File: config.mk
export PLATFORM = sky130hd
export DESIGN_NAME = eec_exp2
export DESIGN_NICKNAME = d
export VERILOG_FILES = /design/src/eec_pkg.sv /design/src/eec_exp2.sv
export SDC_FILE = /design/constraint.sdc
export NUM_CORES = 2
export LEC_CHECK = 0
export BUFFER_PORTS_ARGS = -buffer_cell sky130_fd_sc_hd__buf_2
export CAP_MARGIN = 20
export CORE_MARGIN = 2
export CORE_UTILIZATION = 30
export CTS_CLUSTER_DIAMETER = 50
export DETAILED_ROUTE_END_ITERATION = 8
export SLEW_MARGIN = 20
export SYNTH_ARGS = -nofsm -noshare
export SYNTH_HDL_FRONTEND = slang
export SYNTH_SLANG_ARGS = --single-unit
File: constraint.sdc
create_clock -name i_clk -period 15.62 [get_ports i_clk]
set_input_delay 0.781 -clock i_clk [delete_from_list [all_inputs] [get_ports i_clk]]
set_output_delay 0.781 -clock i_clk [all_outputs]
set_load 0.01 [all_outputs]
File: src/eec_pkg.sv
// shared types, constants and the rounded q16 multiply of the elastic easing core
// no dependencies
package eec_pkg;

    localparam int TIME_BITS_DEF = 15;

    localparam logic [16:0] Q16_ONE      = 17'd65536;
    localparam logic [15:0] SPAN_FULL    = 16'd4096;
    localparam logic [15:0] SPAN_HALF    = 16'd2048;
    localparam logic [15:0] AMP_RESET    = 16'd1229;
    localparam logic [15:0] PER_RESET    = 16'd4096;
    localparam logic [14:0] QUARTER_TURN = 15'd16384;

    // sine polynomial coefficients, q16
    localparam logic [16:0] SIN_C1 = 17'd102944;
    localparam logic [16:0] SIN_C3 = 17'd42048;
    localparam logic [16:0] SIN_C5 = 17'd4640;
    // exp2 polynomial coefficients, q16
    localparam logic [16:0] EXP_C1 = 17'd45617;
    localparam logic [16:0] EXP_C2 = 17'd14712;
    localparam logic [16:0] EXP_C3 = 17'd5207;

    localparam int SIN_LAT       = 4;
    localparam int ASIN_STEPS    = 15;
    localparam int ASIN_CELL_LAT = SIN_LAT + 1;
    localparam int ASIN_LAT      = ASIN_STEPS * ASIN_CELL_LAT;
    localparam int DIV_BITS      = 29;
    localparam int EXP_LAT       = 3;
    localparam int E_W           = 20;
    localparam int D_W           = 31;
    localparam int X_W           = 29;
    localparam int AD_W          = 47;
    localparam int MAG_W         = 63;

    typedef enum logic [1:0] {
        OP_IN     = 2'd0,
        OP_OUT    = 2'd1,
        OP_IN_OUT = 2'd2,
        OP_OUT_IN = 2'd3
    } t_op;

    typedef enum logic {
        REG_AMPLITUDE = 1'b0,
        REG_PERIOD    = 1'b1
    } t_reg_idx;

    typedef struct packed {
        logic [14:0]    res;
        logic [15:0]    a;
        logic [X_W-1:0] x;
    } t_asin;

    typedef struct packed {
        logic [15:0]         p;
        logic [15:0]         rem;
        logic [DIV_BITS-1:0] m;
        logic [15:0]         q;
    } t_div;

    typedef struct packed {
        logic            fixed;
        logic            sub;
        logic            half;
        logic            neg;
        logic            uneg;
        logic            lo;
        logic [17:0]     base;
        logic [15:0]     a;
        logic [15:0]     q;
        logic [AD_W-1:0] ad;
    } t_side;

    typedef struct packed {
        t_side               side;
        logic [DIV_BITS-1:0] m;
        logic [E_W-1:0]      e;
        logic [15:0]         p;
        logic [X_W-1:0]      x;
    } t_front;

    // (a * b + 0.5) >> 16
    function automatic logic [17:0] mul_q16(input logic [16:0] a, input logic [16:0] b);
        logic [34:0] prod;
        prod = 35'(a) * 35'(b) + 35'd32768;
        return prod[33:16];
    endfunction

endpackage

File: src/eec_exp2.sv
// pipelined 2^(-e) in q30 from a q16 exponent, cubic in the fraction
// depends on eec_pkg
module eec_exp2 (
    input  logic                    i_clk,
    input  logic                    i_en,
    input  logic [eec_pkg::E_W-1:0] i_e,
    output logic [eec_pkg::D_W-1:0] o_d
);
    import eec_pkg::*;

    logic [16:0]    w_g;
    logic [17:0]    w_m1, w_m2, w_m3;
    logic [17:0]    w_pp;
    logic [16:0]    r_g1, r_g2;
    logic [3:0]     r_k1, r_k2;
    logic [16:0]    r_a1, r_a2;
    logic [D_W-1:0] r_d;

    assign w_g  = Q16_ONE - {1'b0, i_e[15:0]};
    assign w_m1 = mul_q16(w_g, EXP_C3);
    assign w_m2 = mul_q16(r_g1, r_a1);
    assign w_m3 = mul_q16(r_g2, r_a2);
    assign w_pp = 18'(Q16_ONE) + w_m3;

    always_ff @(posedge i_clk) begin
        if (i_en) begin
            r_g1 <= w_g;
            r_k1 <= i_e[E_W-1:16];
            r_a1 <= EXP_C2 + w_m1[16:0];
            r_g2 <= r_g1;
            r_k2 <= r_k1;
            r_a2 <= EXP_C1 + w_m2[16:0];
            r_d  <= (r_k2 > 4'd12) ? '0 : (D_W'(w_pp) << (4'd13 - r_k2));
        end
    end

    assign o_d = r_d;

endmodule
==> Word level (Yosys, flattened, before mapping) <==
Index checks and enable logic that the tools add are counted.
{ "totals": {"in_bits": 22, "regBits": 107, "word_cells": 20, "output_inout_bits": 31} }
{ "op_classes": {"n_shift": 1, "n_addsub": 8, "mul": 3, "n_lt_le_gt_ge": 1} }
{ "op_table": {"columns": ["operator", "n"], "rows": [
  ["34-bit by 16-bit adder with 34-bit output (second input constant)", 1],
  ["17-bit by 17-bit multiplier with 34-bit output", 1],
  ["33-bit by 16-bit adder with 33-bit output (second input constant)", 1],
  ["17-bit by 17-bit multiplier with 33-bit output", 1],
  ["30-bit by 16-bit adder with 31-bit output (second input constant)", 1],
  ["18-bit by 4-bit left shift with 31-bit output", 1],
  ["17-bit by 13-bit multiplier with 30-bit output (second input constant)", 1],
  ["17-bit by 18-bit adder with 18-bit output (first input constant)", 1],
  ["16-bit by 17-bit adder with 17-bit output (first input constant)", 1],
  ["17-bit by 16-bit subtractor with 17-bit output (first input constant)", 1],
  ["14-bit by 15-bit adder with 16-bit output (first input constant)", 1],
  ["4-bit > comparator (second input constant)", 1],
  ["4-bit subtractor (first input constant)", 1]
]} }

==> Depth between registers and ports, before layout <==
{ "logic_depth": {"word_depth": 4, "mapped_depth": 33, "ltp_nobuf": 33} }

==> Least setup slack after synthesis <==
No wires, ideal clock.
{ "synth_path": {"path_type": "input to register", "startpoint": "input i_e[2] (netlist name)", "endpoint": "register r_a1[12] (data pin)", "cell_stages": 28, "required_ns": 15.355, "n_path_buf": 0, "arrival_ns": 7.380, "setup_slack_ns": 7.975, "setup_ns": 0.265, "cell_sequence": "nor4_1 nand2_1 nor2_1 nand2_1 or4_1 xor2_1 inv_1 fa_1 inv_1 fa_1 fa_1 fa_1 inv_1 fa_1 inv_1 ha_1 o21a_1 nor2_1 nor2b_1 a21o_1 a21oi_1 nand2_1 a311oi_1 nand4b_1 o2111ai_1 mux2i_1 o211ai_1 xor2_1"} }
{ "synth_via": {"elab_chain_len": 4} }
{ "synth_rtl": {"columns": ["element", "line", "source"], "rows": [
  ["start, declared", "eec_exp2.sv:6", "input logic [eec_pkg::E_W-1:0] i_e,"],
  ["17-bit by 16-bit subtractor with 17-bit output", "eec_exp2.sv:19", "assign w_g = Q16_ONE - {1'b0, i_e[15:0]};"],
  ["named net w_g[14]", "eec_exp2.sv:11", "logic [16:0] w_g;"],
  ["17-bit by 13-bit multiplier with 30-bit output", "eec_pkg.sv:84", "prod = 35'(a) * 35'(b) + 35'd32768;"],
  ["30-bit by 16-bit adder with 31-bit output", "eec_pkg.sv:84", null],
  ["14-bit by 15-bit adder with 16-bit output", "eec_exp2.sv:29", "r_a1 <= EXP_C2 + w_m1[16:0];"],
  ["end signal, assigned", "eec_exp2.sv:29", null],
  ["end, declared", "eec_exp2.sv:16", "logic [16:0] r_a1, r_a2;"]
]} }
The timed path passes the listed nets, and every way through them passes these cells.
A chain may end at the register's enable or synchronous reset.

==> Final worst setup path <==
Same ends and word-level chain as after synthesis.

==> impl_results.md <==
- Gpl congestion: 0.838
- # clock sinks: 106
- Most frequent cells in the layout: inv_1, fa_1, ha_1, nand2_1, and2_1
- CTS resizes: 0
- Final slew viol count: 0
- DP HPWL: 50.9 mm
- TritonCTS Buffers: 9
- First-pass GRT wire length: 104 mm
- Slowest library cell on the worst path: a311oi_1
- Setup violators final: 0
- Async SR Flop Fraction: 0%
- Drt initial violations: 833
- Setup CP Type: input pin to flop
- Max_slew headroom: 25.7%
- RSZ-0062 raised after global routing: false
- TritonCTS clock tree: built
- Die width: 310 microns
- Seq/Total Area, Yosys: 11.3%
- Synth Instances: 3006
- Fin crit share: 52.2%
- Required @ worst endpoint: 15.77 ns
- Buf/Inv on CP: 5
- Post-synth EDFFs: 106
- Root buffer cell: clkbuf_16
- Crit-path max cell delay: 0.65 ns
- Full die area: 96400 sq um
- Cts hold-fix bufs: 0
- # Post-CTS Setup Buffers: 0
- Drt pass-1 iters: 5
- Cell variety after synth: 89
- H-tree levels: 3
- Crit path launch type: input pin
- Cell area after synthesis: 28200 sq um
- Post-synthesis area per instance: 9.37 sq um
- Fmax: 123 MHz
- Critical-path maximum fanout: 6
- Most Frequent Cell on Critical Path: fa_1
- Register bit count reported by yosys: 106
- Row cnt: 112
- Avg WL per Cell: 14.4 microns
- Area delta synth->final: 6.43%
- Worst Skew: 0.0154 ns
- Largest net degree at the start of global routing: 67
- Via density: 4.62
- CP delay by family, top: adder cells
- IO Pins: 53
- Outcome: complete, no violations
- Clock latency on the worst-skew pair: 0.40 ns
- CTS max path bufs: 2
- CP Data Arrival Time: 8.31 ns
- Post-route DRC violation count: 0
- Die height: 310 microns
- Setup TNS: 0 ns
- Worst-margin pin slew: 1.11 ns
- Layout cell share with drive strength beyond 1: 4.20%
- Effective utilization at floorplan: 30.2%
- Vias in the first global route: 20800
- Crit. End Element: flop
- Antenna-violating nets left: 0
- Grt total ovfl: 0
- GRT Util Overall: 13.3%
- Antenna cells: 0
- Warnings, synthesis: 0
- Vias: 19500
- Hold Fails Final Rpt: 0
- Worst Hold Class: flop to flop
- Final worst path period need: 8.16 ns
- WL final: 61.2 mm
- Number of max-cap violations: 0
- Synthesized Nets: 3908
- Std-Cell Core Area: 93200 sq um
- Clock slew at reported path FFs: 0.09 ns
- Initial antenna violation count: 0
- Top FF cell, synth: edfxtp_1
- Leading cell type in the layout, fill and taps excluded: inv_1
- Nets@finish: 3876
- IO Port Bufs: 52
-- layout make-up --
| cell class | count | area, sq um |
|---|---|---|
| Tap cell | 1254 | 1570 |
| Multi-Input combinational cell | 2081 | 21900 |
| Timing Repair Buffer | 65 | 360 |
| Fill cell | 9665 | 63200 |
| Sequential cell | 106 | 3180 |
| Clock buffer | 9 | 225 |
| Inverter | 711 | 2670 |
| Clock inverter | 7 | 86.3 |
-- cell usage after synthesis (11+ instances only) --
library cell	n	area share [%]
nand4_1	11	0.24
mux2i_1	14	0.50
fa_1	498	35
inv_1	711	9.5
nand3_1	22	0.39
ha_1	382	17
xnor2_1	50	1.6
nand2_1	342	4.6
a21oi_1	79	1.4
nor3_1	27	0.48
a211oi_1	11	0.29
xor2_1	40	1.2
edfxtp_1	106	11
and2_1	281	6.2
o21ai_0	33	0.59
and3_1	12	0.27
nor2_1	62	0.83
o22ai_1	12	0.27
a21o_1	27	0.72
clkbuf_1	100	1.3
-- stage by stage --
step | std cells | worst slack [ns] | cell area, sq um | util (%) | hold slack (ns)
2_1_floorplan | 3006 | 7.98 | 28200 | - | 0.400
3_3_place_gp | 4217 | 7.19 | 29700 | 31.8 | 0.407
3_5_place_dp | 4217 | 7.05 | 29700 | 31.8 | 0.411
4_1_cts | 4233 | 7.49 | 30000 | 32.2 | 0.422
5_1_grt | 4233 | 6.92 | 30000 | 32.2 | 0.423
6_report | 4233 | 7.46 | 30000 | 32.2 | 0.420
-- sequential cells by signal (all words and copies together) (netlist names) --
name / cells
o_d: 31
r_a2: 17
r_g1: 17
r_g2: 17
r_a1: 16
r_k1: 4
r_k2: 4
-- final timing paths --
path	startpoint	endpoint	slack, ns	cells after the start
worst max-delay path	i_e[2]	r_a1[12]	7.46	29
worst min-delay path	r_k1[3]	r_k2[3]	0.42	0
worst max register to register	r_g1[10]	r_a2[16]	7.64	25
worst min register to register	r_k1[3]	r_k2[3]	0.42	0
-- kinds of logic (layout without fill, tap and decap cells) --
group	count (synthesis)	count (layout)	share of synthesized area, %
xor gates and xnor gates	92	92	2.91
muxes	29	29	1.38
and+or+nand+nor	812	812	14.5
buffers and inverters	819	792	11.0
AOI/OAI and AO/OA	267	267	6.56
adders and majority gates	881	881	52.4
DFF	106	106	11.3
-- routing by layer --
layer / vias to the layer above / global-route usage (%) / share of wire (%)
li1: 9238 / - / -
met1: 9972 / 17.7 / 46
met2: 284 / 23.5 / 49
met3: 53 / 1.24 / 3.0
met4: 0 / 2.76 / 1.5
met5: - / 0 / 0
Power is left out: the tool's default activity adds up to more than one toggle a clock period on the data nets, which glitch-free logic cannot reach.
