[config.mk]
export PLATFORM = sky130hd
export DESIGN_NAME = eec_sine
export DESIGN_NICKNAME = d
export VERILOG_FILES = /design/src/eec_pkg.sv /design/src/eec_sine.sv
export SDC_FILE = /design/constraint.sdc
export NUM_CORES = 2
export LEC_CHECK = 0
export ABC_AREA = 1
export BUFFER_PORTS_ARGS = -buffer_cell sky130_fd_sc_hd__buf_2
export CAP_MARGIN = 25
export CORE_ASPECT_RATIO = 0.9
export CORE_UTILIZATION = 45
export DETAILED_ROUTE_END_ITERATION = 7
export PLACE_DENSITY_LB_ADDON = 0.25
export SKIP_LAST_GASP = 1
export SLEW_MARGIN = 10
export SYNTH_ARGS = -nofsm -noshare
export SYNTH_HDL_FRONTEND = slang
export SYNTH_SLANG_ARGS = --single-unit
export TNS_END_PERCENT = 5
[constraint.sdc]
create_clock -name i_clk -period 10.3 [get_ports i_clk]
set_input_delay 0 -clock i_clk [delete_from_list [all_inputs] [get_ports i_clk]]
set_output_delay 0 -clock i_clk [all_outputs]
set_load 0.05 [all_outputs]
[src/eec_pkg.sv]
// shared types, constants and the rounded q16 multiply of the elastic easing core
// no dependencies
package eec_pkg;

    localparam int TIME_BITS_DEF = 15;

    localparam logic [16:0] Q16_ONE      = 17'd65536;
    localparam logic [15:0] SPAN_FULL    = 16'd4096;
    localparam logic [15:0] SPAN_HALF    = 16'd2048;
    localparam logic [15:0] AMP_RESET    = 16'd1229;
    localparam logic [15:0] PER_RESET    = 16'd4096;
    localparam logic [14:0] QUARTER_TURN = 15'd16384;

    // sine polynomial coefficients, q16
    localparam logic [16:0] SIN_C1 = 17'd102944;
    localparam logic [16:0] SIN_C3 = 17'd42048;
    localparam logic [16:0] SIN_C5 = 17'd4640;
    // exp2 polynomial coefficients, q16
    localparam logic [16:0] EXP_C1 = 17'd45617;
    localparam logic [16:0] EXP_C2 = 17'd14712;
    localparam logic [16:0] EXP_C3 = 17'd5207;

    localparam int SIN_LAT       = 4;
    localparam int ASIN_STEPS    = 15;
    localparam int ASIN_CELL_LAT = SIN_LAT + 1;
    localparam int ASIN_LAT      = ASIN_STEPS * ASIN_CELL_LAT;
    localparam int DIV_BITS      = 29;
    localparam int EXP_LAT       = 3;
    localparam int E_W           = 20;
    localparam int D_W           = 31;
    localparam int X_W           = 29;
    localparam int AD_W          = 47;
    localparam int MAG_W         = 63;

    typedef enum logic [1:0] {
        OP_IN     = 2'd0,
        OP_OUT    = 2'd1,
        OP_IN_OUT = 2'd2,
        OP_OUT_IN = 2'd3
    } t_op;

    typedef enum logic {
        REG_AMPLITUDE = 1'b0,
        REG_PERIOD    = 1'b1
    } t_reg_idx;

    typedef struct packed {
        logic [14:0]    res;
        logic [15:0]    a;
        logic [X_W-1:0] x;
    } t_asin;

    typedef struct packed {
        logic [15:0]         p;
        logic [15:0]         rem;
        logic [DIV_BITS-1:0] m;
        logic [15:0]         q;
    } t_div;

    typedef struct packed {
        logic            fixed;
        logic            sub;
        logic            half;
        logic            neg;
        logic            uneg;
        logic            lo;
        logic [17:0]     base;
        logic [15:0]     a;
        logic [15:0]     q;
        logic [AD_W-1:0] ad;
    } t_side;

    typedef struct packed {
        t_side               side;
        logic [DIV_BITS-1:0] m;
        logic [E_W-1:0]      e;
        logic [15:0]         p;
        logic [X_W-1:0]      x;
    } t_front;

    // (a * b + 0.5) >> 16
    function automatic logic [17:0] mul_q16(input logic [16:0] a, input logic [16:0] b);
        logic [34:0] prod;
        prod = 35'(a) * 35'(b) + 35'd32768;
        return prod[33:16];
    endfunction

endpackage

[src/eec_sine.sv]
// pipelined quarter-wave sine, odd quintic in q16, four register stages
// depends on eec_pkg
module eec_sine (
    input  logic        i_clk,
    input  logic        i_en,
    input  logic [16:0] i_y,
    output logic [16:0] o_s
);
    import eec_pkg::*;

    logic [16:0] r_y1, r_y2a, r_y3;
    logic [16:0] r_sq1, r_sq2;
    logic [16:0] r_t, r_t2, r_s;
    logic [17:0] w_sq, w_m1, w_m2, w_m3;

    assign w_sq = mul_q16(i_y, i_y);
    assign w_m1 = mul_q16(SIN_C5, r_sq1);
    assign w_m2 = mul_q16(r_t, r_sq2);
    assign w_m3 = mul_q16(r_t2, r_y3);

    always_ff @(posedge i_clk) begin
        if (i_en) begin
            r_y1  <= i_y;
            r_sq1 <= w_sq[16:0];
            r_y2a <= r_y1;
            r_sq2 <= r_sq1;
            r_t   <= SIN_C3 - w_m1[16:0];
            r_y3  <= r_y2a;
            r_t2  <= SIN_C1 - w_m2[16:0];
            r_s   <= (w_m3 > 18'(Q16_ONE)) ? Q16_ONE : w_m3[16:0];
        end
    end

    assign o_s = r_s;

endmodule

# --- After elaboration in Yosys (flattened, before gate mapping) ---
# Index checks and enable logic that the tools add are counted.
word_totals:
  register_bits: 136
  input_bits: 19
  output_inout_bits: 17
  elab_cells: 19
classes:
  addsub: 6
  mul: 4
  magnitude_cmp: 1
op_table:
  columns: ["op", "n"]
  rows:
  - ["33-bit by 16-bit adder with 33-bit output, second input constant", 2]
  - ["17-bit by 17-bit multiplier with 33-bit output", 2]
  - ["34-bit by 16-bit adder with 34-bit output, second input constant", 1]
  - ["17-bit by 17-bit multiplier with 34-bit output", 1]
  - ["30-bit by 16-bit adder with 31-bit output, second input constant", 1]
  - ["8-bit by 17-bit multiplier with 25-bit output, first input constant", 1]
  - ["18-bit by 17-bit > comparator with 1-bit output, second input constant", 1]
  - ["16-bit by 15-bit subtractor with 17-bit output, first input constant", 1]
  - ["17-bit subtractor, first input constant", 1]

# --- Depth between registers and ports, before layout ---
depth:
  ltp_word: 3
  depth_mapped: 36
  depth_no_buf: 34

# --- Worst setup path before layout ---
# Ideal clock, no wire load.
synth_path:
  kind: "register -> register"
  from: "register r_t[14]"
  to: "register r_t2[16] (data pin)"
  setup_ps: 252
  arrival_ps: 5896
  required_ps: 10048
  slack_ps: 4151
  path_stages_with_launch: 28
  path_buffers: 2
  period_less_slack_ps: 6149
  cell_sequence: "edfxtp_1 -> clkbuf_1 -> clkbuf_1 -> nand2_1 -> fa_1 -> fa_1 -> inv_1 -> fa_1 -> inv_1 -> fa_1 -> fa_1 -> fa_1 -> inv_1 -> ha_1 -> inv_1 -> o21ai_0 -> a21oi_1 -> o21ai_0 -> a21oi_1 -> xor2_1 -> ha_1 -> inv_1 -> nor2_2 -> nand2_1 -> nand2_2 -> nand3_1 -> nand3b_1 -> nand2_1"
synth_between:
  elab_chain_cells: 3
synth_lines:
  columns: ["element", "line_no", "source"]
  rows:
  - ["start: declaration", "eec_sine.sv:13", "logic [16:0] r_t, r_t2, r_s;"]
  - ["start signal: assignment", "eec_sine.sv:27", "r_t <= SIN_C3 - w_m1[16:0];"]
  - ["17-bit by 17-bit multiplier with 33-bit output", "eec_pkg.sv:84", "prod = 35'(a) * 35'(b) + 35'd32768;"]
  - ["33-bit by 16-bit adder with 33-bit output", "eec_pkg.sv:84", null]
  - ["17-bit subtractor", "eec_sine.sv:29", "r_t2 <= SIN_C1 - w_m2[16:0];"]
  - ["end signal: assignment", "eec_sine.sv:29", null]
  - ["end: declaration", "eec_sine.sv:13", null]
# No other way between the ends.
# A chain may end at the register's enable or synchronous reset.

# --- Worst setup path in the final report ---
layout_path:
  from: "register r_y3[2]"
  to: "register r_s[5], in the netlist o_s[5] (data pin)"
layout_between:
  elab_chain_cells: 3
layout_lines:
  columns: ["element", "line_no", "source"]
  rows:
  - ["start: declaration", "eec_sine.sv:11", "logic [16:0] r_y1, r_y2a, r_y3;"]
  - ["start signal: assignment", "eec_sine.sv:28", "r_y3 <= r_y2a;"]
  - ["17-bit by 17-bit multiplier with 34-bit output (*)", "eec_pkg.sv:84", null]
  - ["34-bit by 16-bit adder with 34-bit output (*)", "eec_pkg.sv:84", null]
  - ["18-bit by 17-bit > comparator with 1-bit output", "eec_sine.sv:30", "r_s <= (w_m3 > 18'(Q16_ONE)) ? Q16_ONE : w_m3[16:0];"]
  - ["end signal: assignment", "eec_sine.sv:30", null]
  - ["end: declaration", "eec_sine.sv:13", null]
# Every way passes the cells marked *; elsewhere a longest branch is shown, timed or not.

==> flow_summary.toml <==
[finish]
fillers = 7771
drive_gt1_share_pct = 3.70
fin_nets = 5468
mostFrequentLayoutCell = "inv_1"
final_cell_mix = "inv_1, nand2_1, fa_1"
syn2layout_area_growth_pct = 4.06

[sta]
worstMarginPinSlew_ns = 0.994
hold_viol = 0
setup_viol = 0
fmax_mhz = 143
setup_tns_ns = 0
fin_crit_sh_pct = 67.8
skew_ns = 0.0206
whs_ns = 0.0428
drv_slew = 0
rsz0062_at_grt = "no"
relSlewSlack_pct = 33.8
period_minus_slack_ns = 6.98

[job]
drv_cap = 0

[drt]
drtIter0Drc = 1478
detail_route.wirelength_um = 86500
drt_pre_antenna_iters = 6
via_per_inst = 4.83
ant_nets = 0
vias = 26400
post-route-drc-count = 0
wl_per_cell_um = 15.8

[clocking]
cts_setup_buffers = 0
cts-buffers-inserted = 17
hold_buffers = 0
cts_resized = 0
worstSkewPairLatency_ns = 0.47
htreeDepth = 4
cts_root_buffer = "clkbuf_16"
cts.sinks = 135
cts_max_path_buffers = 2
cts_tree = "done"
cts.clk_slew.worst_paths_ns = 0.07

[yosys]
ys_warn_count = 0
ys_ff_latch = 135
synth_top_area_cell = "fa_1"
synth_top_cell_area_share_pct = 35.5
syn-num-nets = 5576
post_synth_inst_count = 4523
yosysSeqAreaShare_pct = 11.3
synth_area_um2 = 35800
synth_cell_types = 54
avgSynthCellArea_um2 = 7.92
yosys-top-cells-area = "fa_1, inv_1, ha_1"

[die]
ios = 36
die_h_um = 270
fp.dieW_um = 299
die_area_um2 = 80700
core_um2 = 78300
rows = 97
initial_core_util_pct = 45.8

[hold_path]
min_path_type = "in2reg"
worstHoldStart = "i_en"

[global_route]
antenna_found_initial = 7
grt_max_degree = 72
first_global_vias = 28600
grt_pass1_wl_um = 146000
grt_overflow_total = 0
gr-usage-all-layers_pct = 22.8

[worst_setup_path]
critPathMaxFanout = 17
critical_path_class = "reg2reg"
r2r-start = "r_y3[2]$_DFFE_PP_"
start_kind = "flip-flop"
startpoint = "r_y3[2]$_DFFE_PP_"
cp-end-kind = "flip-flop"
cp.required_ns = 10.58
cp_data_arrival_time_ns = 7.26

[placement]
hpwl_um = 70400
gp_congestion = 0.941
port_buffers = 35

[run_status]
status = "complete, no violations"
==> sequential cells by signal, indices dropped and copies added (netlist names) <==
| name | cells |
|---|---|
| r_y3 | 17 |
| r_t2 | 17 |
| r_t | 16 |
| r_sq1 | 17 |
| r_sq2 | 17 |
| r_y2a | 17 |
| r_y1 | 17 |
| o_s | 17 |
==> synth_stat cells, drive strengths merged <==
| cell type | instances |
|---|---|
| o21a | 9 |
| nand3b | 11 |
| a21o | 11 |
| nand3 | 116 |
| nand4 | 22 |
| nand2 | 1124 |
| nor2 | 166 |
| a21boi | 15 |
| o2111ai | 1 |
| buf | 5 |
| inv | 1401 |
| nor4 | 1 |
| nand2b | 1 |
| o21bai | 15 |
| a221oi | 1 |
| o221ai | 1 |
| o31ai | 2 |
| xnor2 | 20 |
| clkbuf | 164 |
| edfxtp | 135 |
| and3 | 3 |
| fa | 635 |
| and2 | 2 |
| a31oi | 7 |
| or2 | 2 |
| a21oi | 119 |
| nor3 | 23 |
| a211oi | 3 |
| ha | 399 |
| xor2 | 47 |
| o211ai | 4 |
| clkinv | 1 |
| o21ai | 56 |
| a21bo | 1 |
==> stage by stage <==
| step | instance area [µm²] | std cells | setup slack, ns | utilization, % |
|---|---|---|---|---|
| 2_1_floorplan | 35800 | 4523 | 4.15 | - |
| 3_3_place_gp | 36700 | 5435 | 3.52 | 46.9 |
| 3_5_place_dp | 36700 | 5435 | 3.47 | 46.9 |
| 4_1_cts | 37300 | 5466 | 3.41 | 47.6 |
| 5_1_grt | 37300 | 5471 | 2.82 | 47.6 |
| 6_report | 37300 | 5471 | 3.32 | 47.6 |
==> cells by family after synthesis <==
family,count (synthesis),share of synthesized area [%]
xor gates and xnor gates,67,1.75
and+or+nand+nor,1471,16.9
AOI/OAI and AO/OA,245,4.04
buffers and inverters,1571,16.5
adders and majority gates,1034,49.4
DFF,135,11.3
==> per-layer routing <==
metal	global-route usage [%]	up-vias	part of all wire, %
li1	-	12800	-
met1	29.4	12800	44
met3	2.39	150	4.4
met4	7.68	0	3.6
met5	0	-	0
met2	39.7	607	48
==> worst paths after layout <==
kind / to / slack [ns] / cells after the start
setup reg to reg: o_s[5]$_SDFFCE_PN0P_ / 3.32 / 24
hold / removal: o_s[8]$_SDFFCE_PN0P_ / 0.04 / 1
hold reg to reg: r_y2a[5]$_DFFE_PP_ / 0.42 / 0
setup / recovery: o_s[5]$_SDFFCE_PN0P_ / 3.32 / 24
==> critical path, stage by stage (launching register included) <==
cell and delay (ns):
edfxtp_1 0.92, nand2_1 0.18, fa_1 0.55, fa_1 0.58, fa_1 0.45, fa_1 0.55
inv_1 0.05, fa_1 0.49, inv_1 0.06, fa_1 0.48, inv_1 0.04, ha_1 0.32
nand2_1 0.14, nor2_1 0.06, inv_1 0.08, nor2_1 0.06, and2_1 0.14, o21ai_0 0.36
nand2_1 0.14, xor2_1 0.18, nor2_1 0.15, nand2_1 0.07, nor2_1 0.12, nand3_2 0.35
a21boi_0 0.31
==> final cells by class <==
type | instances | area (µm²) | share of cell area (%)
Antenna cell | 5 | 12.5 | 0.0336
Clock buffer | 17 | 425 | 1.14
Clock inverter | 14 | 135 | 0.363
Inverter | 1402 | 5260 | 14.1
Multi-Input combinational cell | 2817 | 25800 | 69.4
Sequential cell | 135 | 4050 | 10.9
Tap cell | 1039 | 1300 | 3.49
Timing Repair Buffer | 42 | 234 | 0.628
Power is not shown: default switching activity piles up to over one toggle a cycle in this logic, so the estimate is an artifact.
