`config.mk`:
```
export PLATFORM = sky130hd
export DESIGN_NAME = eec_asin_cell
export DESIGN_NICKNAME = d
export VERILOG_FILES = /design/src/eec_pkg.sv /design/src/eec_sine.sv /design/src/eec_asin_cell.sv
export SDC_FILE = /design/constraint.sdc
export NUM_CORES = 2
export LEC_CHECK = 0
export BUFFER_PORTS_ARGS = -buffer_cell sky130_fd_sc_hd__buf_2
export CAP_MARGIN = 20
export CORE_MARGIN = 3
export CORE_UTILIZATION = 51
export DETAILED_ROUTE_END_ITERATION = 8
export PLACE_DENSITY = 0.7
export SLEW_MARGIN = 10
export SYNTH_ARGS = -nofsm -noshare
export SYNTH_HDL_FRONTEND = slang
export SYNTH_SLANG_ARGS = --single-unit
```
`constraint.sdc`:
```
create_clock -name i_clk -period 7.6 [get_ports i_clk]
set_input_delay 1.14 -clock i_clk [delete_from_list [all_inputs] [get_ports i_clk]]
set_output_delay 1.14 -clock i_clk [all_outputs]
set_load 0.005 [all_outputs]
```
`src/eec_pkg.sv`:
```
// shared types, constants and the rounded q16 multiply of the elastic easing core
// no dependencies
package eec_pkg;

    localparam int TIME_BITS_DEF = 15;

    localparam logic [16:0] Q16_ONE      = 17'd65536;
    localparam logic [15:0] SPAN_FULL    = 16'd4096;
    localparam logic [15:0] SPAN_HALF    = 16'd2048;
    localparam logic [15:0] AMP_RESET    = 16'd1229;
    localparam logic [15:0] PER_RESET    = 16'd4096;
    localparam logic [14:0] QUARTER_TURN = 15'd16384;

    // sine polynomial coefficients, q16
    localparam logic [16:0] SIN_C1 = 17'd102944;
    localparam logic [16:0] SIN_C3 = 17'd42048;
    localparam logic [16:0] SIN_C5 = 17'd4640;
    // exp2 polynomial coefficients, q16
    localparam logic [16:0] EXP_C1 = 17'd45617;
    localparam logic [16:0] EXP_C2 = 17'd14712;
    localparam logic [16:0] EXP_C3 = 17'd5207;

    localparam int SIN_LAT       = 4;
    localparam int ASIN_STEPS    = 15;
    localparam int ASIN_CELL_LAT = SIN_LAT + 1;
    localparam int ASIN_LAT      = ASIN_STEPS * ASIN_CELL_LAT;
    localparam int DIV_BITS      = 29;
    localparam int EXP_LAT       = 3;
    localparam int E_W           = 20;
    localparam int D_W           = 31;
    localparam int X_W           = 29;
    localparam int AD_W          = 47;
    localparam int MAG_W         = 63;

    typedef enum logic [1:0] {
        OP_IN     = 2'd0,
        OP_OUT    = 2'd1,
        OP_IN_OUT = 2'd2,
        OP_OUT_IN = 2'd3
    } t_op;

    typedef enum logic {
        REG_AMPLITUDE = 1'b0,
        REG_PERIOD    = 1'b1
    } t_reg_idx;

    typedef struct packed {
        logic [14:0]    res;
        logic [15:0]    a;
        logic [X_W-1:0] x;
    } t_asin;

    typedef struct packed {
        logic [15:0]         p;
        logic [15:0]         rem;
        logic [DIV_BITS-1:0] m;
        logic [15:0]         q;
    } t_div;

    typedef struct packed {
        logic            fixed;
        logic            sub;
        logic            half;
        logic            neg;
        logic            uneg;
        logic            lo;
        logic [17:0]     base;
        logic [15:0]     a;
        logic [15:0]     q;
        logic [AD_W-1:0] ad;
    } t_side;

    typedef struct packed {
        t_side               side;
        logic [DIV_BITS-1:0] m;
        logic [E_W-1:0]      e;
        logic [15:0]         p;
        logic [X_W-1:0]      x;
    } t_front;

    // (a * b + 0.5) >> 16
    function automatic logic [17:0] mul_q16(input logic [16:0] a, input logic [16:0] b);
        logic [34:0] prod;
        prod = 35'(a) * 35'(b) + 35'd32768;
        return prod[33:16];
    endfunction

endpackage

```
`src/eec_sine.sv`:
```
// pipelined quarter-wave sine, odd quintic in q16, four register stages
// depends on eec_pkg
module eec_sine (
    input  logic        i_clk,
    input  logic        i_en,
    input  logic [16:0] i_y,
    output logic [16:0] o_s
);
    import eec_pkg::*;

    logic [16:0] r_y1, r_y2a, r_y3;
    logic [16:0] r_sq1, r_sq2;
    logic [16:0] r_t, r_t2, r_s;
    logic [17:0] w_sq, w_m1, w_m2, w_m3;

    assign w_sq = mul_q16(i_y, i_y);
    assign w_m1 = mul_q16(SIN_C5, r_sq1);
    assign w_m2 = mul_q16(r_t, r_sq2);
    assign w_m3 = mul_q16(r_t2, r_y3);

    always_ff @(posedge i_clk) begin
        if (i_en) begin
            r_y1  <= i_y;
            r_sq1 <= w_sq[16:0];
            r_y2a <= r_y1;
            r_sq2 <= r_sq1;
            r_t   <= SIN_C3 - w_m1[16:0];
            r_y3  <= r_y2a;
            r_t2  <= SIN_C1 - w_m2[16:0];
            r_s   <= (w_m3 > 18'(Q16_ONE)) ? Q16_ONE : w_m3[16:0];
        end
    end

    assign o_s = r_s;

endmodule

```
`src/eec_asin_cell.sv`:
```
// one step of the phase offset bit search: sine of the candidate, then scaled compare
// depends on eec_pkg and eec_sine
module eec_asin_cell #(
    parameter int BIT = 14
) (
    input  logic          i_clk,
    input  logic          i_en,
    input  eec_pkg::t_asin i_d,
    output eec_pkg::t_asin o_d
);
    import eec_pkg::*;

    logic [14:0] w_cand;
    logic [16:0] w_s;
    logic [32:0] w_prod;
    logic        w_take;
    t_asin       w_next;
    t_asin       r_dly  [SIN_LAT];
    logic [14:0] r_cand [SIN_LAT];
    t_asin       r_out;

    assign w_cand = i_d.res | (15'd1 << BIT);

    eec_sine u_sine (
        .i_clk (i_clk),
        .i_en  (i_en),
        .i_y   ({w_cand, 2'b00}),
        .o_s   (w_s)
    );

    // candidate kept only if it stays within a quarter turn and s*a <= span + a/2
    assign w_prod = 33'(w_s) * 33'(r_dly[SIN_LAT-1].a);
    assign w_take = (r_cand[SIN_LAT-1] <= QUARTER_TURN) &&
                    (w_prod <= 33'(r_dly[SIN_LAT-1].x));

    always_comb begin
        w_next     = r_dly[SIN_LAT-1];
        w_next.res = w_take ? r_cand[SIN_LAT-1] : r_dly[SIN_LAT-1].res;
    end

    always_ff @(posedge i_clk) begin
        if (i_en) begin
            r_dly[0]  <= i_d;
            r_cand[0] <= w_cand;
            for (int k = 1; k < SIN_LAT; k++) begin
                r_dly[k]  <= r_dly[k-1];
                r_cand[k] <= r_cand[k-1];
            end
            r_out <= w_next;
        end
    end

    assign o_d = r_out;

endmodule

```
# --- Word level (Yosys, flattened, before mapping) ---
# Memory sizes are Yosys's and may differ from the RTL's.
# Cells that the tools add are included.
totals:
  regBits: 187
  ram_bits: 300
  out_inout_bits: 60
  mem_count: 2
op_classes:
  addsub: 6
  multipliers: 5
  order_cmp: 3
  mux: 3
  reduce_logical: 1
mem_list:
  columns: ["name", "depth", "word_bits", "rd", "rd_ports_with_merged_regs", "write_ports", "line", "rtl"]
  rows:
  - ["r_dly", 4, 60, 4, 0, 4, "eec_asin_cell.sv:18", "t_asin r_dly [SIN_LAT];"]
  - ["r_cand", 4, 15, 4, 0, 4, "eec_asin_cell.sv:19", "logic [14:0] r_cand [SIN_LAT];"]
ops:
  columns: ["operator", "n"]
  rows:
  - ["adder 33 x 16 -> 33 bit, second input constant", 2]
  - ["adder 34 x 16 -> 34 bit, second input constant", 1]
  - ["<= comparator 33 x 29 -> 1 bit", 1]
  - ["multiplier 17 x 16 -> 33 bit", 1]
  - ["multiplier 17 x 17 -> 33 bit", 1]
  - ["multiplier 17 x 15 -> 32 bit", 1]
  - ["adder 30 x 16 -> 31 bit, second input constant", 1]
  - ["multiplier 15 x 15 -> 29 bit", 1]
  - ["multiplier 8 x 17 -> 25 bit, first input constant", 1]
  - ["greater-than comparator 18 x 17 -> 1 bit, second input constant", 1]
  - ["subtractor 16 x 17 -> 17 bit, first input constant", 1]
  - ["subtractor 17 bit, first input constant", 1]
  - ["<= comparator 15 bit, second input constant", 1]
  - ["two-way mux 15 bit", 1]
  - ["two-way mux 1 bit", 2]
  - ["logical AND 1 bit", 1]

# --- Depth between registers and ports, before layout ---
# An unclocked memory read counts as a cell.
depth:
  word_depth: 5
  ltp_mapped: 34
  ltp_nobuf: 33

# --- Hierarchy ---
# Synthesis repeated with hierarchy kept, for this count alone.
unflattened:
  hier_cells: 4900
  hier_area_um2: 51730.9
modules_own_cells:
  columns: ["mod", "instances", "cells_per_inst", "area_each_um2", "seq_area_each_um2"]
  rows:
  - ["eec_sine", 1, 3421, 32835.2, 4053.9]
  - ["eec_asin_cell", 1, 1479, 18895.6, 9008.6]

# --- Least setup slack after synthesis ---
# No wires, ideal clock.
synth_timing:
  kind: "input port to flip-flop"
  startpoint: "input i_d[55] in the netlist's numbering"
  endpoint: "register u_sine.r_sq1[16] (data pin)"
  setup_ns: 0.258
  arrival_time_ns: 7.476
  t_required_ns: 7.342
  path_slack_ns: -0.133
  stages: 24
  cell_sequence: "clkbuf_1 > inv_1 > nor2_1 > fa_1 > fa_1 > inv_1 > fa_1 > fa_1 > inv_1 > fa_1 > fa_1 > ha_1 > a21o_1 > a21o_1 > a21o_1 > or3_1 > o21a_1 > a21o_1 > a2111o_1 > nor4b_4 > nand2b_1 > nand3_1 > nor2_1 > xnor2_1"
synth_between:
  elab_chain_cells: 2
synth_rtl:
  columns: ["item", "line", "rtl"]
  rows:
  - ["start, declared", "eec_asin_cell.sv:8", "input eec_pkg::t_asin i_d,"]
  - ["multiplier 15 x 15 -> 29 bit", "eec_pkg.sv:84", "prod = 35'(a) * 35'(b) + 35'd32768;"]
  - ["adder 33 x 16 -> 33 bit", "eec_pkg.sv:84", null]
  - ["net u_sine.w_sq[16]", "eec_sine.sv:14", "logic [17:0] w_sq, w_m1, w_m2, w_m3;"]
  - ["end signal, assigned", "eec_sine.sv:24", "r_sq1 <= w_sq[16:0];"]
  - ["end, declared", "eec_sine.sv:12", "logic [16:0] r_sq1, r_sq2;"]
# The timed path passes the listed nets, and every way through them passes these cells.
# A chain may end at the register's enable or synchronous reset.

==> flow_summary.rst <==
.. list-table::
   :header-rows: 1

   * - Metric
     - Value
   * - DRC violations left
     - 0
   * - Antenna diode count
     - 0
   * - Cell with the largest stage delay on the worst path
     - sky130_fd_sc_hd__fa_1
   * - CP required
     - 7960 ps
   * - Vias per cell
     - 5.20
   * - Adder-cell area share of the yosys netlist
     - 45.2%
   * - Register-to-register path setup slack
     - 220 ps
   * - Setup Skew
     - 15.6 ps
   * - Max-slew headroom at the worst pin
     - 33.4%
   * - Most frequent standard cell in the layout excluding fill and tap cells
     - sky130_fd_sc_hd__inv_1
   * - Wire length of the first global-routing pass
     - 171000 um
   * - Number of antenna violations at the first check in global routing
     - 1
   * - Hold Buf Count CTS
     - 0
   * - EDFF count, synth
     - 384
   * - DP HPWL
     - 85500 um
   * - Net count of the finished layout
     - 6136
   * - Final Max Slew Viols
     - 0
   * - Pin count of the biggest net entering global routing
     - 169
   * - Delay of the slowest critical-path stage
     - 530 ps
   * - Most frequent cells in the layout
     - 941 x sky130_fd_sc_hd__inv_1, 753 x sky130_fd_sc_hd__fa_1, 528 x sky130_fd_sc_hd__nand2_1, 487 x sky130_fd_sc_hd__ha_1, 399 x sky130_fd_sc_hd__and2_1
   * - Average detailed-routed wire length per instance
     - 17.3 um
   * - Status
     - finished, final reports clean
   * - Ports placed on the boundary
     - 122
   * - Vias in the first global route
     - 33600
   * - Number of clock sinks seen by CTS
     - 384
   * - Unique masters post-synth
     - 87
   * - Predominant post-synthesis flop cell
     - sky130_fd_sc_hd__edfxtp_1
   * - Drt initial violations
     - 1921
   * - CTS HTree Levels
     - 2
   * - Remaining antenna violation count
     - 0
   * - Area added between synthesis and finish
     - 12.5%
   * - Leftover overflow at the end of global routing
     - 0
   * - Number of placement rows
     - 110
   * - Floorplan core area
     - 90700 um2
   * - Number of violations of the max-capacitance limit
     - 0
   * - Sort of element at the start of the critical path
     - flip-flop
   * - Share of synthesized area spent on multiplexers
     - 0.109%
   * - Hold Crit Start
     - r_dly[1][57]
   * - Fin crit period
     - 7380 ps
   * - Peak clock frequency supported by timing
     - 136 MHz
   * - Cells after synthesis
     - 4483
   * - Crit end category
     - flip-flop
   * - Vias
     - 31400
   * - Clock latency on the worst-skew pair
     - 610 ps
   * - Cell mode on critical path
     - sky130_fd_sc_hd__fa_1
   * - Main combinational cell family by area after synthesis
     - adder cells
   * - Final weighted congestion in routability-driven placement
     - 0.896
   * - Largest cells by area after synthesis
     - sky130_fd_sc_hd__fa_1 32%, sky130_fd_sc_hd__edfxtp_1 25%, sky130_fd_sc_hd__ha_1 13%
   * - Sequential fraction of the synthesis area
     - 24.5%
   * - Final setup violating endpoints
     - 0
   * - Area of the die
     - 96000 um2
   * - Worst Hold Margin
     - 410 ps
   * - Net count of the mapped netlist
     - 5793
   * - Capture point of the worst reg-to-reg path
     - o_d[59]
   * - Ratio of cells with drive above 1 in the final layout
     - 12.2%
   * - Arrival time of the worst setup path
     - 7740 ps
   * - Async set-or-reset flop fraction in the synthesized netlist
     - 0%
   * - First-pass iteration count of the detailed router
     - 7
   * - Final WL
     - 105000 um
   * - Top-area cell type share of the netlist area
     - 32.2%
   * - Simple-gate area share of the yosys netlist
     - 13.1%
   * - Cell at the root of the clock tree
     - sky130_fd_sc_hd__clkbuf_16
   * - Yosys synthesis warning count
     - 0
   * - Startpoint of the worst register-to-register path
     - r_dly[3][35]
   * - Setup Crit Path Kind
     - reg -> reg
   * - Filler cell count in the final layout
     - 7608
   * - Hold Path Sink
     - r_dly[2][57]
   * - Hold Fails Final Rpt
     - 0
   * - Mean Syn Cell Area
     - 10.5 um2
   * - CP Launch Point
     - r_dly[3][35]
   * - Clock transition time at the flip-flop clock pins of the worst setup and hold paths
     - 70 ps
   * - Period utilization
     - 97.1%
   * - CP Max Fanout
     - 6
   * - Number of buffers inserted by port buffering
     - 121
   * - Clock tree from TritonCTS
     - built
   * - Post-Syn Area
     - 47100 um2
   * - Bufs on Longest Clock Path
     - 3
   * - GRT Total Usage
     - 22.5%
   * - Flip-flop and latch count after synthesis
     - 384
   * - Least-Margin Pin Slew
     - 998 ps
   * - Die height
     - 310 um
   * - Complex-gate fraction of the synthesized area
     - 5.11%
   * - Type of the most critical hold path
     - reg -> reg
   * - Parity-gate share of the synthesized area counting xor and xnor cells
     - 3.20%
   * - Hold Path Cell Cnt
     - 0
   * - Worst-case reg-to-reg path depth
     - 31
   * - Cell taking the most area after synthesis
     - sky130_fd_sc_hd__fa_1
   * - CTS buffer count
     - 47
   * - Die width
     - 310 um
   * - Unrepaired setup endpoints after global routing
     - yes
   * - Initial core utilization
     - 51.9%
==> flip-flops by register name, summed over array words and instances (netlist names) <==
name,count
u_sine.r_sq2,17
u_sine.r_y1,13
u_sine.r_t2,17
u_sine.o_s,17
r_dly,227
u_sine.r_t,16
o_d,60
u_sine.r_sq1,17
==> metal layers <==
layer,wire (um),track usage [%],up-vias
met1,42600,28.5,15800
li1,-,-,14700
met5,12,0,-
met3,5280,3.48,169
met2,53700,40.2,699
met4,2860,6.31,2
==> synthesized netlist by cell type, drive strengths merged (61+ instances only) <==
master and number:
a21o 61, a21oi 93, and2 402, clkbuf 142
edfxtp 384, fa 756, ha 492, inv 942
nand2 530, nor2 114, o21ai 67, xnor2 107
xor2 65
==> how the worst max path moves through the flow <==
stage / endpoint / slack, ps
final: o_d[59] / 220
after global routing: o_d[59] / -100
after CTS: o_d[59] / 10
after detailed placement: u_sine.r_sq1[16] / -220
after global placement: u_sine.r_sq1[16] / -130
after floorplan: u_sine.r_sq1[16] / 0.3
==> worst max-delay path, delay by kind of cell (launching register included) <==
kind	cells	cell delay [ps]
AO/OA/AOI/OAI	7	1230
adder cells (fa/ha/maj)	8	3620
XOR/XNOR	1	60
AND/OR/NAND/NOR	8	1020
flip-flops	1	510
buffers and inverters	7	710
==> timing repair <==
item	4_1_cts	5_1_grt
pin swaps	6	26
gates resized for setup	4	51
cloned	0	1
endpoints found under the setup margin	1	24
buffers inserted	3	45
==> cell type report <==
cell class / instances / area [um2] / area share, %
sequential: 384 / 11500 / 21.8
clock inverter: 35 / 410 / 0.775
multi-input combinational: 3012 / 31700 / 59.8
tap: 1176 / 1470 / 2.78
inverter: 942 / 3540 / 6.68
clock buffer: 51 / 1190 / 2.25
timing repair buffer: 439 / 3150 / 5.94
==> cell families after synthesis <==
group | after synthesis
AO/OA/AOI/OAI | 345
XOR/XNOR | 172
adder cells (fa/ha/maj) | 1248
buffers and inverters | 1087
flip-flops | 384
multiplexers | 5
AND/OR/NAND/NOR | 1242
==> through the flow <==
| stage | TNS (ps) | util (%) | cells | area [um2] | setup WS (ps) |
|---|---|---|---|---|---|
| 4_1_cts | 0 | 57.7 | 5993 | 52300 | 13.5 |
| 5_1_grt | -115 | 58.4 | 6039 | 53000 | -96.4 |
| 3_3_place_gp | -336 | 55.9 | 5904 | 50700 | -129 |
| 2_1_floorplan | 0 | - | 4483 | 47100 | 0.272 |
| 3_5_place_dp | -665 | 55.9 | 5904 | 50700 | -217 |
| 6_report | 0 | 58.4 | 6039 | 53000 | 222 |
Power is not shown: default switching activity piles up to over one toggle a cycle in this logic, so the estimate is an artifact.
