--- config.mk ---
export PLATFORM = sky130hd
export DESIGN_NAME = eec_div_cell
export DESIGN_NICKNAME = d
export VERILOG_FILES = /design/src/eec_pkg.sv /design/src/eec_div_cell.sv
export SDC_FILE = /design/constraint.sdc
export NUM_CORES = 1
export LEC_CHECK = 0
export BUFFER_PORTS_ARGS = -buffer_cell sky130_fd_sc_hd__buf_2
export CORE_AREA = 5 5 89 91
export DETAILED_ROUTE_END_ITERATION = 6
export DIE_AREA = 0 0 94 96
export PLACE_DENSITY = 0.9
export SYNTH_ARGS = -nofsm -noshare
export SYNTH_HDL_FRONTEND = slang
export SYNTH_SLANG_ARGS = --single-unit
--- constraint.sdc ---
create_clock -name i_clk -period 7.9 [get_ports i_clk]
set_input_delay 1.58 -clock i_clk [delete_from_list [all_inputs] [get_ports i_clk]]
set_output_delay 1.58 -clock i_clk [all_outputs]
set_load 0.005 [all_outputs]
--- src/eec_pkg.sv ---
// shared types, constants and the rounded q16 multiply of the elastic easing core
// no dependencies
package eec_pkg;

    localparam int TIME_BITS_DEF = 15;

    localparam logic [16:0] Q16_ONE      = 17'd65536;
    localparam logic [15:0] SPAN_FULL    = 16'd4096;
    localparam logic [15:0] SPAN_HALF    = 16'd2048;
    localparam logic [15:0] AMP_RESET    = 16'd1229;
    localparam logic [15:0] PER_RESET    = 16'd4096;
    localparam logic [14:0] QUARTER_TURN = 15'd16384;

    // sine polynomial coefficients, q16
    localparam logic [16:0] SIN_C1 = 17'd102944;
    localparam logic [16:0] SIN_C3 = 17'd42048;
    localparam logic [16:0] SIN_C5 = 17'd4640;
    // exp2 polynomial coefficients, q16
    localparam logic [16:0] EXP_C1 = 17'd45617;
    localparam logic [16:0] EXP_C2 = 17'd14712;
    localparam logic [16:0] EXP_C3 = 17'd5207;

    localparam int SIN_LAT       = 4;
    localparam int ASIN_STEPS    = 15;
    localparam int ASIN_CELL_LAT = SIN_LAT + 1;
    localparam int ASIN_LAT      = ASIN_STEPS * ASIN_CELL_LAT;
    localparam int DIV_BITS      = 29;
    localparam int EXP_LAT       = 3;
    localparam int E_W           = 20;
    localparam int D_W           = 31;
    localparam int X_W           = 29;
    localparam int AD_W          = 47;
    localparam int MAG_W         = 63;

    typedef enum logic [1:0] {
        OP_IN     = 2'd0,
        OP_OUT    = 2'd1,
        OP_IN_OUT = 2'd2,
        OP_OUT_IN = 2'd3
    } t_op;

    typedef enum logic {
        REG_AMPLITUDE = 1'b0,
        REG_PERIOD    = 1'b1
    } t_reg_idx;

    typedef struct packed {
        logic [14:0]    res;
        logic [15:0]    a;
        logic [X_W-1:0] x;
    } t_asin;

    typedef struct packed {
        logic [15:0]         p;
        logic [15:0]         rem;
        logic [DIV_BITS-1:0] m;
        logic [15:0]         q;
    } t_div;

    typedef struct packed {
        logic            fixed;
        logic            sub;
        logic            half;
        logic            neg;
        logic            uneg;
        logic            lo;
        logic [17:0]     base;
        logic [15:0]     a;
        logic [15:0]     q;
        logic [AD_W-1:0] ad;
    } t_side;

    typedef struct packed {
        t_side               side;
        logic [DIV_BITS-1:0] m;
        logic [E_W-1:0]      e;
        logic [15:0]         p;
        logic [X_W-1:0]      x;
    } t_front;

    // (a * b + 0.5) >> 16
    function automatic logic [17:0] mul_q16(input logic [16:0] a, input logic [16:0] b);
        logic [34:0] prod;
        prod = 35'(a) * 35'(b) + 35'd32768;
        return prod[33:16];
    endfunction

endpackage

--- src/eec_div_cell.sv ---
// one restoring division step, one quotient bit per cell
// depends on eec_pkg
module eec_div_cell (
    input  logic          i_clk,
    input  logic          i_en,
    input  eec_pkg::t_div i_d,
    output eec_pkg::t_div o_d
);
    import eec_pkg::*;

    logic [16:0] w_r;
    logic        w_ge;
    logic [16:0] w_diff;
    t_div        r_out;

    assign w_r    = {i_d.rem, i_d.m[DIV_BITS-1]};
    assign w_ge   = w_r >= {1'b0, i_d.p};
    assign w_diff = w_r - {1'b0, i_d.p};

    always_ff @(posedge i_clk) begin
        if (i_en) begin
            r_out.p   <= i_d.p;
            r_out.rem <= w_ge ? w_diff[15:0] : w_r[15:0];
            r_out.m   <= {i_d.m[DIV_BITS-2:0], 1'b0};
            r_out.q   <= {i_d.q[14:0], w_ge};
        end
    end

    assign o_d = r_out;

endmodule

### Yosys cells after proc, flatten, opt, wreduce, memory -nomap -nowiden

Index checks and enable logic that the tools add are counted.

| word-level totals | value |
|---|---|
| register bits after elaboration | 76 |
| bits of input ports | 79 |
| word-level logic and storage cells | 7 |
| output and inout bits | 77 |

| operators by class | value |
|---|---|
| $add $sub $neg | 1 |
| muxes and demuxes | 1 |
| order comparisons | 1 |

Operators with widths:

| cell | number |
|---|---|
| 17-bit by 16-bit >= comparator with 1-bit output | 1 |
| 16-bit 2-to-1 mux | 1 |
| 16-bit subtractor | 1 |

### Longest topological paths before layout

Gate-level depths: netlist (run 1).

| depth | value |
|---|---|
| depth in word-level cells | 2 |
| depth in mapped cells | 10 |

### Worst setup path before layout (run 1)

Ideal clock, no wire load.

| timing path | value |
|---|---|
| path type | input to register |
| start point | input i_d[65] (netlist name) |
| end point | register r_out, in the netlist o_d[53], data pin |
| arrival time | 3,468 ps |
| setup slack | 4,171 ps |
| buffers on the path | 1 |
| stages on the path | 9 |
| required time | 7,640 ps |
| path through | inv_1 -> ha_1 -> a211oi_1 -> o211ai_1 -> o21ai_2 -> o211ai_2 -> a31oi_4 -> buf_6 -> mux2_4 |

| between the ends | value |
|---|---|
| longest elaborated chain between the ends | 2 |

Ends and longest elaborated chain:

| item | RTL line | source |
|---|---|---|
| start, declared | eec_div_cell.sv:6 | `input eec_pkg::t_div i_d,` |
| 16-bit subtractor or 17-bit by 16-bit >= comparator with 1-bit output (tied branches) | eec_div_cell.sv:18, eec_div_cell.sv:17 |  |
| 16-bit 2-to-1 mux * | eec_div_cell.sv:23 | `r_out.rem <= w_ge ? w_diff[15:0] : w_r[15:0];` |
| end, declared | eec_div_cell.sv:14 | `t_div r_out;` |

Every way passes the cells marked *; elsewhere a longest branch is shown, timed or not.
A chain may end at the register's enable or synchronous reset.

### Worst setup path in the final report (run 1)

| timing path | value |
|---|---|
| start point | input i_d[65] (netlist name) |
| end point | register r_out, in the netlist o_d[52], data pin |

Same word-level chain as after synthesis.

==> run summary, run 1 <==
run status = finished, final reports clean
worst hold path type = in2reg
sort of element at the start of the critical path = input pin
Max VDD drop = 115.7 uV
count of pins over their slew limit = 0
setup repair after global routing missed its margin = no
die width = 94 um
floorplan die area = 9024 sq um
commonest cells after routing, fill and taps aside = buf_2 (152), edfxtp_1 (76), inv_1 (22)
share of synthesized registers carrying an async set or reset = 0%
max-cap check violation count = 0
number of distinct library cells after synthesis = 40
via count of the first global-routing pass = 2,455
IO Port Bufs = 153
number of failing hold endpoints at the final stage = 0
Post-CTS Setup Repair Bufs = 0
post-route fraction of the period consumed by the critical path = 49.80%
Antenna Nets Post-Route = 0
per-instance average area after synthesis = 14.76 sq um
IO Pins = 156
DRC errors left = 0
Remaining Overflow, GRT = 0
area of the core region = 7059 sq um
largest area contributor in the synthesized netlist = edfxtp_1
sequential-to-total area share from yosys stat = 66.38%
Power Dens Cells = 212.8 nW/um^2
weighted congestion at the end of routability-driven global placement = 0.8253
yosys warns = 0
Overall Global Routing Usage = 18.35%
number of placement rows = 31
number of flip-flops in the largest register = 76
synth top area cells = edfxtp_1 (66%), ha_1 (5.8%), mux2_4 (2.6%)
routed via count = 2,480
CTS tree = yes
Post-Syn Instances = 233
placed wire-length estimate after detailed placement = 6507 um
Post-synth EDFFs = 76
final wirelength = 8305 um
initial core utilization = 48.71%
timing endpoint of the critical path = o_d[52]$_DFFE_PP_
Worst Tran Pin Value = 0.9489 ns
H-tree levels = 3
wire length of the first global-routing pass = 12,410 um
most common cell after layout, fill and taps aside = buf_2
number of storage elements in the synthesis netlist = 76
post-detailed-route via-to-cell ratio = 5.000
final design instance area without fill = 4484 sq um
Synth Flop Type = edfxtp_1
netlist area before placement = 3438 sq um
antenna violations before repair = 0
CTS resizes = 0
arrival time of data at the critical path endpoint = 4.02 ns
setup_tns = 0 ns
hold bufs inserted after CTS = 0
cell area after placement = 4292 sq um
Period minus WS final = 3.934 ns
area delta synth->final = 30.42%
Clk Tree Root Cell = clkbuf_8
Setup CP Type = in2reg
Fmax = 254.2 MHz
normalized max-slew margin = 36.74%
placed cell count = 480
Final Non-Filler Cells = 496
Static Leak = 1.996 nW
number of buffers created by CTS = 9
fraction of final layout cells with drive strength greater than 1 = 46.60%
type of destination of the critical path = flip-flop
CP Launch Point = i_d[65]
critical-path maximum fanout = 17
worst endpoint required time = 7.99 ns
number of DRC markers in iteration 0 = 132
buffer levels on the longest clock path = 2
# nets final = 488
net count of the mapped netlist = 329
vertical die dimension = 96 um
pin count of the biggest net entering global routing = 77
DR WL/cell = 16.74 um
clock slew at the register clock pins of the worst setup and hold paths = 0.08 ns
TritonCTS sink count = 76
top cell type's share of synthesized area = 66.38%
total of endpoints with negative setup slack in the final report = 0
number of inserted diodes = 0
TritonRoute pass-1 iters = 6
-- cells in the mapped netlist (2+ instances only) --
library cell  instances
mux2_2                7
o21ai_0              12
nor2_1               12
nor2b_1               3
a21boi_0              2
edfxtp_1             76
ha_1                 16
a211oi_1              5
xnor2_1               6
o21a_1                3
a21o_1                7
buf_4                 3
nand2_1               8
inv_1                22
a21oi_1              14
nand3_1               3
nand4_1               2
mux2i_1               2
mux2_4                6
o31a_1                2
xor2_1                3
-- how the worst min path moves through the flow --
stage | start | end | slack (ns) | depth (start not counted)
after floorplan | i_d[9] | o_d[10]$_DFFE_PP_ | 1.68 | 0
after global placement | i_d[17] | o_d[18]$_DFFE_PP_ | 1.76 | 1
after detailed placement | i_d[41] | o_d[42]$_DFFE_PP_ | 1.76 | 1
after CTS | i_d[12] | o_d[13]$_DFFE_PP_ | 1.39 | 1
after global routing | i_d[14] | o_d[15]$_DFFE_PP_ | 1.39 | 1
final | i_d[12] | o_d[13]$_DFFE_PP_ | 1.41 | 1
-- final cells by class --
class,count,area [sq um]
Sequential cell,76,2282
Clock buffer,10,127.6
Inverter,22,82.58
Tap cell,99,123.9
Multi-Input combinational cell,130,1035
Timing Repair Buffer,153,768.2
Fill cell,559,2575
Clock inverter,6,65.06
-- per-stage QoR --
stage          total power [mW]  hold WS (ns)  setup WS [ns]  utilization [%]
6_report                 0.9542         1.414          3.966            63.52
2_1_floorplan            0.5987         1.679          4.171                -
4_1_cts                  0.9658         1.394          3.960            63.52
5_1_grt                   1.004         1.386          3.796            63.52
3_3_place_gp             0.6730         1.757          3.627            60.79
3_5_place_dp             0.6798         1.758          3.617            60.79
-- metal layers --
| layer | part of all wire, % | global-route usage (%) | routed length [um] |
|---|---|---|---|
| met2 | 50 | 31.99 | 4157 |
| met4 | 0.96 | 5.776 | 80 |
| met3 | 11 | 7.975 | 925 |
| met5 | 0 | 0 | 0 |
| met1 | 38 | 20.26 | 3140 |
-- logic make-up (layout without fill, tap and decap cells) --
| kind of cell | after synthesis | in the layout | synth area share [%] |
|---|---|---|---|
| adders and majority gates | 17 | 17 | 6.405 |
| DFF | 76 | 76 | 66.38 |
| buffers and inverters | 27 | 191 | 3.530 |
| other | 1 | 1 | 0.1091 |
| muxes | 15 | 15 | 5.495 |
| xor gates and xnor gates | 9 | 9 | 2.293 |
| AOI/OAI and AO/OA | 55 | 55 | 10.99 |
| and+or+nand+nor | 33 | 33 | 4.803 |
-- power breakdown --
part	switching (mW)	total (mW)	internal, mW	leakage (nW)
registers	0.00820	0.498	0.489	0.744
clock network	0.139	0.285	0.145	0.0862
logic	0.0872	0.172	0.0846	1.17
-- critical path, stage by stage --
cell and delay [ns]:
buf_2 0.09, inv_1 0.04, ha_1 0.34, a211oi_1 0.33, o211ai_1 0.18, o21ai_2 0.23, o211ai_2 0.15, a31oi_4 0.65
mux2_2 0.41
Power figures use the tool's default switching activity.
==> run 2, diff against run 1 <==
--- a/config.mk
+++ b/config.mk
@@ -5,11 +5,12 @@
 export SDC_FILE = /design/constraint.sdc
 export NUM_CORES = 1
 export LEC_CHECK = 0
+export ABC_AREA = 1
 export BUFFER_PORTS_ARGS = -buffer_cell sky130_fd_sc_hd__buf_2
-export CORE_AREA = 5 5 89 91
+export CORE_AREA = 5 5 98 100
 export DETAILED_ROUTE_END_ITERATION = 6
-export DIE_AREA = 0 0 94 96
-export PLACE_DENSITY = 0.9
+export DIE_AREA = 0 0 103 105
+export PLACE_DENSITY = 0.82
 export SYNTH_ARGS = -nofsm -noshare
 export SYNTH_HDL_FRONTEND = slang
 export SYNTH_SLANG_ARGS = --single-unit
==> constraint.sdc (replaced) <==
create_clock -name i_clk -period 3.3 [get_ports i_clk]
set_input_delay 0.66 -clock i_clk [delete_from_list [all_inputs] [get_ports i_clk]]
set_output_delay 0.66 -clock i_clk [all_outputs]
set_load 0.005 [all_outputs]
==> run 2 against run 1 <==
  * Clock power rose to 2.5 times the previous value
  * First-iteration DRC count up 26%
  * Sequential share of layout area decreased by 2.0 points
  * Wire length rose by 10%
  * Synthesized area is 5.1% higher
==> run summary, run 2 <==
buffer levels on the longest clock path = 2 (unchanged)
DRC errors left = 0 (unchanged)
setup repair after global routing missed its margin = no (unchanged)
Antenna Nets Post-Route = 0 (unchanged)
initial core utilization = 42.04% (was 48.71%)
Post-synth EDFFs = 76 (unchanged)
wire length on met2 = 4606 um (was 4157 um)
antenna violations before repair = 1 (was 0)
floorplan die area = 10,820 sq um (was 9024 sq um)
CTS tree = yes (unchanged)
# nets final = 604 (was 488)
Static Leak = 2.355 nW (was 1.996 nW)
leading cell types by count after synthesis = nand2_1 (120), edfxtp_1 (76), inv_1 (60), nand3_1 (17) (was edfxtp_1 (76), inv_1 (22), ha_1 (16), a21oi_1 (14))
cell internal pwr = 1.692 mW (was 719.5 uW)
Setup CP Type = in2reg (unchanged)
leading cell type by number of instances after synthesis = nand2_1 (was edfxtp_1)
number of buffers created by CTS = 9 (unchanged)
number of failing hold endpoints at the final stage = 0 (unchanged)
fin worst setup slack = 1.167 ns (was 3.966 ns)
number of inserted diodes = 0 (unchanged)
netlist area before placement = 3612 sq um (was 3438 sq um)
sequential-to-total area share from yosys stat = 63.18% (was 66.38%)
Post-CTS Setup Repair Bufs = 0 (unchanged)
sw power = 616.7 uW (was 234.8 uW)
routed via count = 2,853 (was 2,480)
via count of the first global-routing pass = 2,842 (was 2,455)
number of storage elements in the synthesis netlist = 76 (unchanged)
clock network fraction of design power = 31.0% (was 29.8%)
yosys warns = 0 (unchanged)
Period minus WS final = 2.133 ns
commonest cells after routing, fill and taps aside = buf_2 (152), nand2_1 (120), edfxtp_1 (76) (was buf_2 (152), edfxtp_1 (76), inv_1 (22))
weighted congestion at the end of routability-driven global placement = 0.8452 (was 0.8253)
setup_tns = 0 ns (unchanged)
Synth Flop Type = edfxtp_1 (unchanged)
number of DRC markers in iteration 0 = 166 (was 132)
die width = 103 um (was 94 um)
top routing layer used = met5 (was met4)
TritonRoute pass-1 iters = 6 (unchanged)
wire length of the first global-routing pass = 13,810 um (was 12,410 um)
post-detailed-route via-to-cell ratio = 4.594 (was 5.000)
area of the core region = 8593 sq um (was 7059 sq um)
area delta synth->final = 29.34% (was 30.42%)
worst hold path type = in2reg (unchanged)
pin count of the biggest net entering global routing = 77 (unchanged)
clock slew at the register clock pins of the worst setup and hold paths = 0.08 ns (about the same)
sort of element at the start of the critical path = input pin (unchanged)
TritonCTS sink count = 76 (unchanged)
Fmax = 468.7 MHz
IO Pins = 156 (unchanged)
top cell type's share of synthesized area = 63.18% (was 66.38%)
final wirelength = 9162 um (was 8305 um)
largest area contributor in the synthesized netlist = edfxtp_1 (unchanged)
met3 routed WL = 893 um (was 925 um)
per-instance average area after synthesis = 10.41 sq um (was 14.76 sq um)
number of placement rows = 34 (was 31)
most common cell after layout, fill and taps aside = buf_2 (unchanged)
run status = finished, final reports clean (unchanged)
worst endpoint required time = 3.51 ns (was 7.99 ns)
Clk Tree Root Cell = clkbuf_8 (unchanged)
Filler Cells Inserted = 796 (was 559)
synth top area cells = edfxtp_1 (63%), nand2_1 (12%), inv_1 (6.2%) (was edfxtp_1 (66%), ha_1 (5.8%), mux2_4 (2.6%))
Post-Syn Instances = 347 (was 233)
switching part of the total power = 26.71% (was 24.60%)
Overall Global Routing Usage = 16.63% (was 18.35%)
DR WL/cell = 14.75 um (was 16.74 um)
Worst Tran Pin Value = 0.9477 ns (was 0.9489 ns)
net count of the mapped netlist = 443 (was 329)
post-route fraction of the period consumed by the critical path = 64.65%
H-tree levels = 3 (unchanged)
fraction of final layout cells with drive strength greater than 1 = 34.50% (was 46.60%)
type of destination of the critical path = flip-flop (unchanged)
placed wire-length estimate after detailed placement = 7197 um (was 6507 um)
vertical die dimension = 105 um (was 96 um)
worst setup slack after placement = 0.7927 ns (was 3.617 ns)
IO Port Bufs = 153 (unchanged)
arrival time of data at the critical path endpoint = 2.34 ns (was 4.02 ns)
max-cap check violation count = 0 (unchanged)
critical-path maximum fanout = 14 (was 17)
Reg power frac = 51.6% (was 52.1%)
count of pins over their slew limit = 0 (unchanged)
Remaining Overflow, GRT = 0 (unchanged)
CTS resizes = 0 (unchanged)
normalized max-slew margin = 36.82% (was 36.74%)
number of distinct library cells after synthesis = 24 (was 40)
total of endpoints with negative setup slack in the final report = 0 (unchanged)
Max VDD drop = 179.2 uV (was 115.7 uV)
number of flip-flops in the largest register = 76 (unchanged)
post-route core utilization = 54.37% (was 63.52%)
Power Dens Cells = 494.2 nW/um^2 (was 212.8 nW/um^2)
combinational fraction of design power = 17.4% (was 18.0%)
hold bufs inserted after CTS = 0 (unchanged)
total routed wire length on the met1 layer = 3553 um (was 3140 um)
share of synthesized registers carrying an async set or reset = 0% (unchanged)
run 2: cell types whose count changed in the layout (fill, tap and decap cells not counted), sizes merged, moves of 11 or more:
| cell | change |
|---|---|
| o21ai | -11 |
| nand3 | +16 |
| nand2 | +114 |
| mux2 | -13 |
| inv | +39 |
run 2: critical path: stages:
cell	delay (ns)
buf_2	0.09
inv_1	0.04
ha_1	0.32
a21oi_1	0.29
nor2_1	0.07
nor2_1	0.09
nand2_1	0.05
nor2_1	0.11
nand2_2	0.07
inv_1	0.37
nand2_1	0.10
nand2_1	0.09
run 2: per-layer routing:
metal	vias to the layer above	GRT usage, %
met5	-	0
met4	2	4.625
met3	11	4.797
met2	115	30.25
met1	1281	18.56
li1	1444	-
run 2: cells by family after synthesis:
group / count (synthesis) / share of synthesized area, %
simple gates: 171 / 19.81
other cells: 1 / 0.1038
buf+inv: 64 / 7.621
compound gates: 12 / 1.732
flops: 76 / 63.18
fa+ha+maj: 17 / 6.096
xor+xnor: 6 / 1.455
run 2: stage by stage:
stage	instances	total power [mW]	hold slack, ns	instance area [sq um]
3_5_place_dp	605	1.623	0.8386	4473
6_report	621	2.309	0.4813	4672
3_3_place_gp	605	1.607	0.8365	4473
2_1_floorplan	347	1.422	0.7589	3612
4_1_cts	621	2.338	0.4598	4672
5_1_grt	621	2.438	0.4542	4672
run 2: layout make-up:
type,count,area (sq um),area share (%)
timing repair buffer,154,775.7,16.60
tap,108,135.1,2.892
sequential,76,2282,48.85
clock buffer,9,123.9,2.651
inverter,60,225.2,4.821
multi-input combinational,207,1055,22.58
clock inverter,7,75.07,1.607
run 2: worst paths after layout:
kind | start | to | cells past startpoint
worst min-delay path | i_d[40] | o_d[41]$_DFFE_PP_ | 1
worst max-delay path | i_d[75] | o_d[50]$_DFFE_PP_ | 12
run 2: power groups by stage:
stage	combinational (mW)	sequential (mW)	clock (mW)
2_1_floorplan	0.195	1.23	0
3_3_place_gp	0.399	1.21	0
3_5_place_dp	0.409	1.21	0
4_1_cts	0.411	1.19	0.734
5_1_grt	0.456	1.20	0.781
6_report	0.403	1.19	0.715
